<file path="src/rtl/bba_ram.sv">
// Generic single-write, single-read RAM with registered read data.
module bba_ram #(
	parameter int WIDTH = 32,
	parameter int DEPTH = 128
) (
	input  logic                     clk,
	input  logic                     wr_en,
	input  logic [$clog2(DEPTH)-1:0] wr_addr,
	input  logic [WIDTH-1:0]         wr_data,
	input  logic                     rd_en,
	input  logic [$clog2(DEPTH)-1:0] rd_addr,
	output logic [WIDTH-1:0]         rd_data
);

	logic [WIDTH-1:0] mem_q [DEPTH];

	always_ff @(posedge clk) begin
		if (wr_en) begin
			mem_q[wr_addr] <= wr_data;
		end
		if (rd_en) begin
			rd_data <= mem_q[rd_addr];
		end
	end

endmodule

</file>
<file path="config.mk">
export PLATFORM = sky130hd
export DESIGN_NAME = bba_ram
export DESIGN_NICKNAME = d
export VERILOG_FILES = /design/src/rtl/bba_ram.sv
export SDC_FILE = /design/constraint.sdc
export NUM_CORES = 2
export LEC_CHECK = 0
export BUFFER_PORTS_ARGS = -buffer_cell sky130_fd_sc_hd__buf_4
export CORE_ASPECT_RATIO = 1.2
export CORE_MARGIN = 2
export CORE_UTILIZATION = 36
export DETAILED_ROUTE_END_ITERATION = 6
export HOLD_SLACK_MARGIN = 0.05
export PLACE_DENSITY = 0.58
export SETUP_SLACK_MARGIN = 0.15
export SLEW_MARGIN = 15
export SYNTH_ARGS = -nofsm -noshare
export SYNTH_HDL_FRONTEND = slang
export SYNTH_SLANG_ARGS = --single-unit
</file>
<file path="constraint.sdc">
create_clock -name clk -period 4 [get_ports clk]
set_input_delay 0.2 -clock clk [delete_from_list [all_inputs] [get_ports clk]]
set_output_delay 0.2 -clock clk [all_outputs]
set_load 0.02 [all_outputs]
</file>
Word level (Yosys, flattened, before mapping)
Memory sizes are Yosys's and may differ from the RTL's. A register that Yosys moved wholly into a read port is not among the register bits.
Cells that the tools add are included.
- flip-flop bits (word level): 0
- RAM bits: 4096
- input bits: 49
- logic and storage cells: 3
- memories kept: 1
- memory list (name ; depth ; bits a word ; read ports ; clocked after memory_dff ; write ports ; line ; RTL):
    mem_q ; 128 ; 32 ; 1 ; 1 ; 1 ; 15 ; logic [WIDTH-1:0] mem_q [DEPTH];
- muxes and demuxes: 2
- operators by type and width (cell ; count):
    $mux 1 ; 2

Logic depth before layout (Yosys ltp)
- depth in word-level cells: 2
- depth in mapped cells: 8
- gate-level depth less buffers: 4

Worst setup path after synthesis
No wires, ideal clock.
- path type: input to register
- start: in wr_en
- end: mem mem_q[98][0], enable pin
- library setup time: 0.461 ns
- arrival time: 2.978 ns
- data required time: 3.539 ns
- setup slack: 0.561 ns
- stages on the path: 3
- cell sequence: clkbuf_1 nand4_1 nor3_1
- longest elaborated chain between the ends: 2
- RTL lines (what ; line ; RTL):
    from (decl) ; 7 ; input logic wr_en,
    $mux 1 ; 18 ; if (wr_en) begin
    $mux 1 (implied by the code) ; 19 ; mem_q[wr_addr] <= wr_data;
    to (decl) ; 15 ;
Every way passes these cells.

==> impl_metrics.env <==
export IMPL_cts_made_buffers=403
export IMPL_fin_tns_setup_ps=0
export IMPL_grt_pass1_wl_mm=610
export IMPL_dieWidth_um=606
export IMPL_design_die_area_um2=440000
export IMPL_worst_path_buf_inv=0
export IMPL_crit_slowest_cell="mux4_2"
export IMPL_synth_seq_cells=4128
export IMPL_cap_violations=0
export IMPL_period_share_pct=75.0
export IMPL_grt_usage_pct=20.1
export IMPL_final_seq_area_um2=124000
export IMPL_period_minus_slack_ps=3000
export IMPL_cpPeakStageDelay_ps=800
export IMPL_cts_sinks=4128
export IMPL_nets=6606
export IMPL_antenna_found_initial=69
export IMPL_overflow=0
export IMPL_status="completed"
export IMPL_power_leakage_nw=55.0
export IMPL_ctsHtreeMaxLevel=5
export IMPL_critPathKind="flip-flop to flip-flop"
export IMPL_hold_viol_final=0
export IMPL_drv_slew=0
export IMPL_rows=265
export IMPL_grt_start_max_net_pins=97
export IMPL_crit_path_end_kind="flip-flop"
export IMPL_start_util_pct=36.1
export IMPL_r2r_start="mem_q[87][26]$_DFFE_PP_"
export IMPL_viasPerCell=5.63
export IMPL_grt_pass1_vias=72900
export IMPL_n_fill_cell=36800
export IMPL_power_density_nw_per_um2=500
export IMPL_hold_class="input port to flip-flop"
export IMPL_syn_cell_area_um2=157000
export IMPL_ios=81
export IMPL_port_buffers=80
export IMPL_dpl_hpwl_mm=257
export IMPL_area_growth_pct=15.8
export IMPL_crit_family="multiplexers"
export IMPL_wl_mm=445
export IMPL_drt_pass1_iter_count=6
export IMPL_crit_top_cell="mux4_2"
export IMPL_cts_hold_buf=39
export IMPL_slew_limit_headroom_pct=19.3
export IMPL_synth_nets=6039
export IMPL_ys_seq_area_share_pct=79.2
export IMPL_clk_latency_ps=960
export IMPL_cp_start_kind="flip-flop"
export IMPL_clk_pin_slew_ps=70
export IMPL_die_h_um=726
export IMPL_worst_ep_required_time_ps=4650
export IMPL_rsz0062_at_grt="no"
export IMPL_drive_gt1_share_pct=36.7
export IMPL_vdd_drop_max_v=0.000405
export IMPL_synth_distinct_cells=16
export IMPL_multi_input_area_um2=32300
export IMPL_wl_per_cell_um=35.0
export IMPL_drt_iter0_markers=10100
export IMPL_fmax_mhz=334
export IMPL_finalSetupViolations=0
export IMPL_layout_commonest_cell="edfxtp_1"
export IMPL_cp_max_fo=8
export IMPL_avgSynthCellArea_um2=26.1
export IMPL_post_cts_resized=0
export IMPL_ant_nets=0
export IMPL_fin_cells=12700
export IMPL_clock_path_buffers=4
export IMPL_cts_root_buf="clkbuf_16"
export IMPL_syn_inst=5990
export IMPL_mostFrequentLayoutCells="4128 x edfxtp_1, 1344 x mux4_2, 408 x clkbuf_16"
export IMPL_startpoint="mem_q[87][26]$_DFFE_PP_"
export IMPL_cp_arrival_ps=3650
export IMPL_core_um2=434000
export IMPL_crit_chain="mux4_2 > mux4_2 > mux4_2 > mux2_2"
export IMPL_yosysWarningCount=0
export IMPL_skew_ps=77.3
export IMPL_post_cts_buffers=0
export IMPL_place_gp_congestion=0.840
export IMPL_via_count=71500
export IMPL_drc=0
export IMPL_hold_start="rd_addr[5]"
export IMPL_placed_cells=11900
export IMPL_worst_pin_slew_ps=1210
export IMPL_cts_tree="yes"
## cells in the mapped netlist (all sizes together)
cell | number | area (um^2)
nand2 | 14 | 52.6
mux2 | 32 | 360
nor2b | 7 | 43.8
nor2 | 122 | 458
clkbuf | 182 | 683
buf | 134 | 628
nor3 | 9 | 45.0
nand3 | 12 | 60.1
nand2b | 2 | 12.5
mux4 | 1344 | 30300
edfxtp | 4128 | 124000
nand4 | 3 | 18.8
or3 | 1 | 6.26
## routing by layer
layer	vias to the layer above	track usage, %	part of all wire (%)
met2	3234	34.0	51
met5	-	0	0.041
li1	27700	-	-
met1	40000	26.0	38
met3	620	3.35	7.6
met4	26	7.65	3.9
## metrics by stage
step | hold slack [ps] | utilization [%] | worst slack, ps | instance area (um^2) | power [mW]
after floorplan | 299 | - | 561 | 157000 | 51.1
after global placement | 595 | 38.7 | 293 | 168000 | 53.8
after detailed placement | 590 | 38.7 | 289 | 168000 | 53.9
after CTS | 101 | 41.7 | 1040 | 181000 | 91.4
after global routing | 119 | 41.8 | 1000 | 181000 | 93.2
final | 152 | 41.8 | 1000 | 181000 | 90.7
## path summary, 6_finish.rpt
path | slack (ps) | depth (start not counted) | to
setup / recovery | 1000 | 4 | rd_data[26]$_DFFE_PP_
hold / removal | 150 | 2 | rd_data[8]$_DFFE_PP_
setup reg to reg | 1000 | 4 | rd_data[26]$_DFFE_PP_
hold reg to reg | 1230 | 4 | rd_data[5]$_DFFE_PP_
## logic make-up (layout without fill, tap and decap cells)
| kind of cell | count (synthesis) | in the layout | synth area share, % |
|---|---|---|---|
| DFF | 4128 | 4128 | 79.2 |
| other | 0 | 94 | 0 |
| and+or+nand+nor | 170 | 170 | 0.445 |
| buffers and inverters | 316 | 1203 | 0.837 |
| muxes | 1376 | 1376 | 19.6 |
## power by group
group          total (mW)  internal (mW)  switching [mW]  leakage, nW
Sequential           48.0           47.8           0.190         37.1
Clock                37.7           21.5            16.2         6.33
Combinational        4.97           1.87            3.09         11.5
Total                90.7           71.2            19.5         55.0
## registers in the layout, summed over array words and instances (netlist names)
| signal | count |
|---|---|
| mem_q | 4096 |
| rd_data | 32 |
## cell type report
class,count,area share [%]
timing repair buffer,478,2.57
clock buffer,479,5.78
antenna,94,0.130
sequential,4128,68.4
multi-input combinational,1546,17.8
clock inverter,246,1.38
tap,5740,3.96
Note: power is estimated with default switching activity, not from simulation.
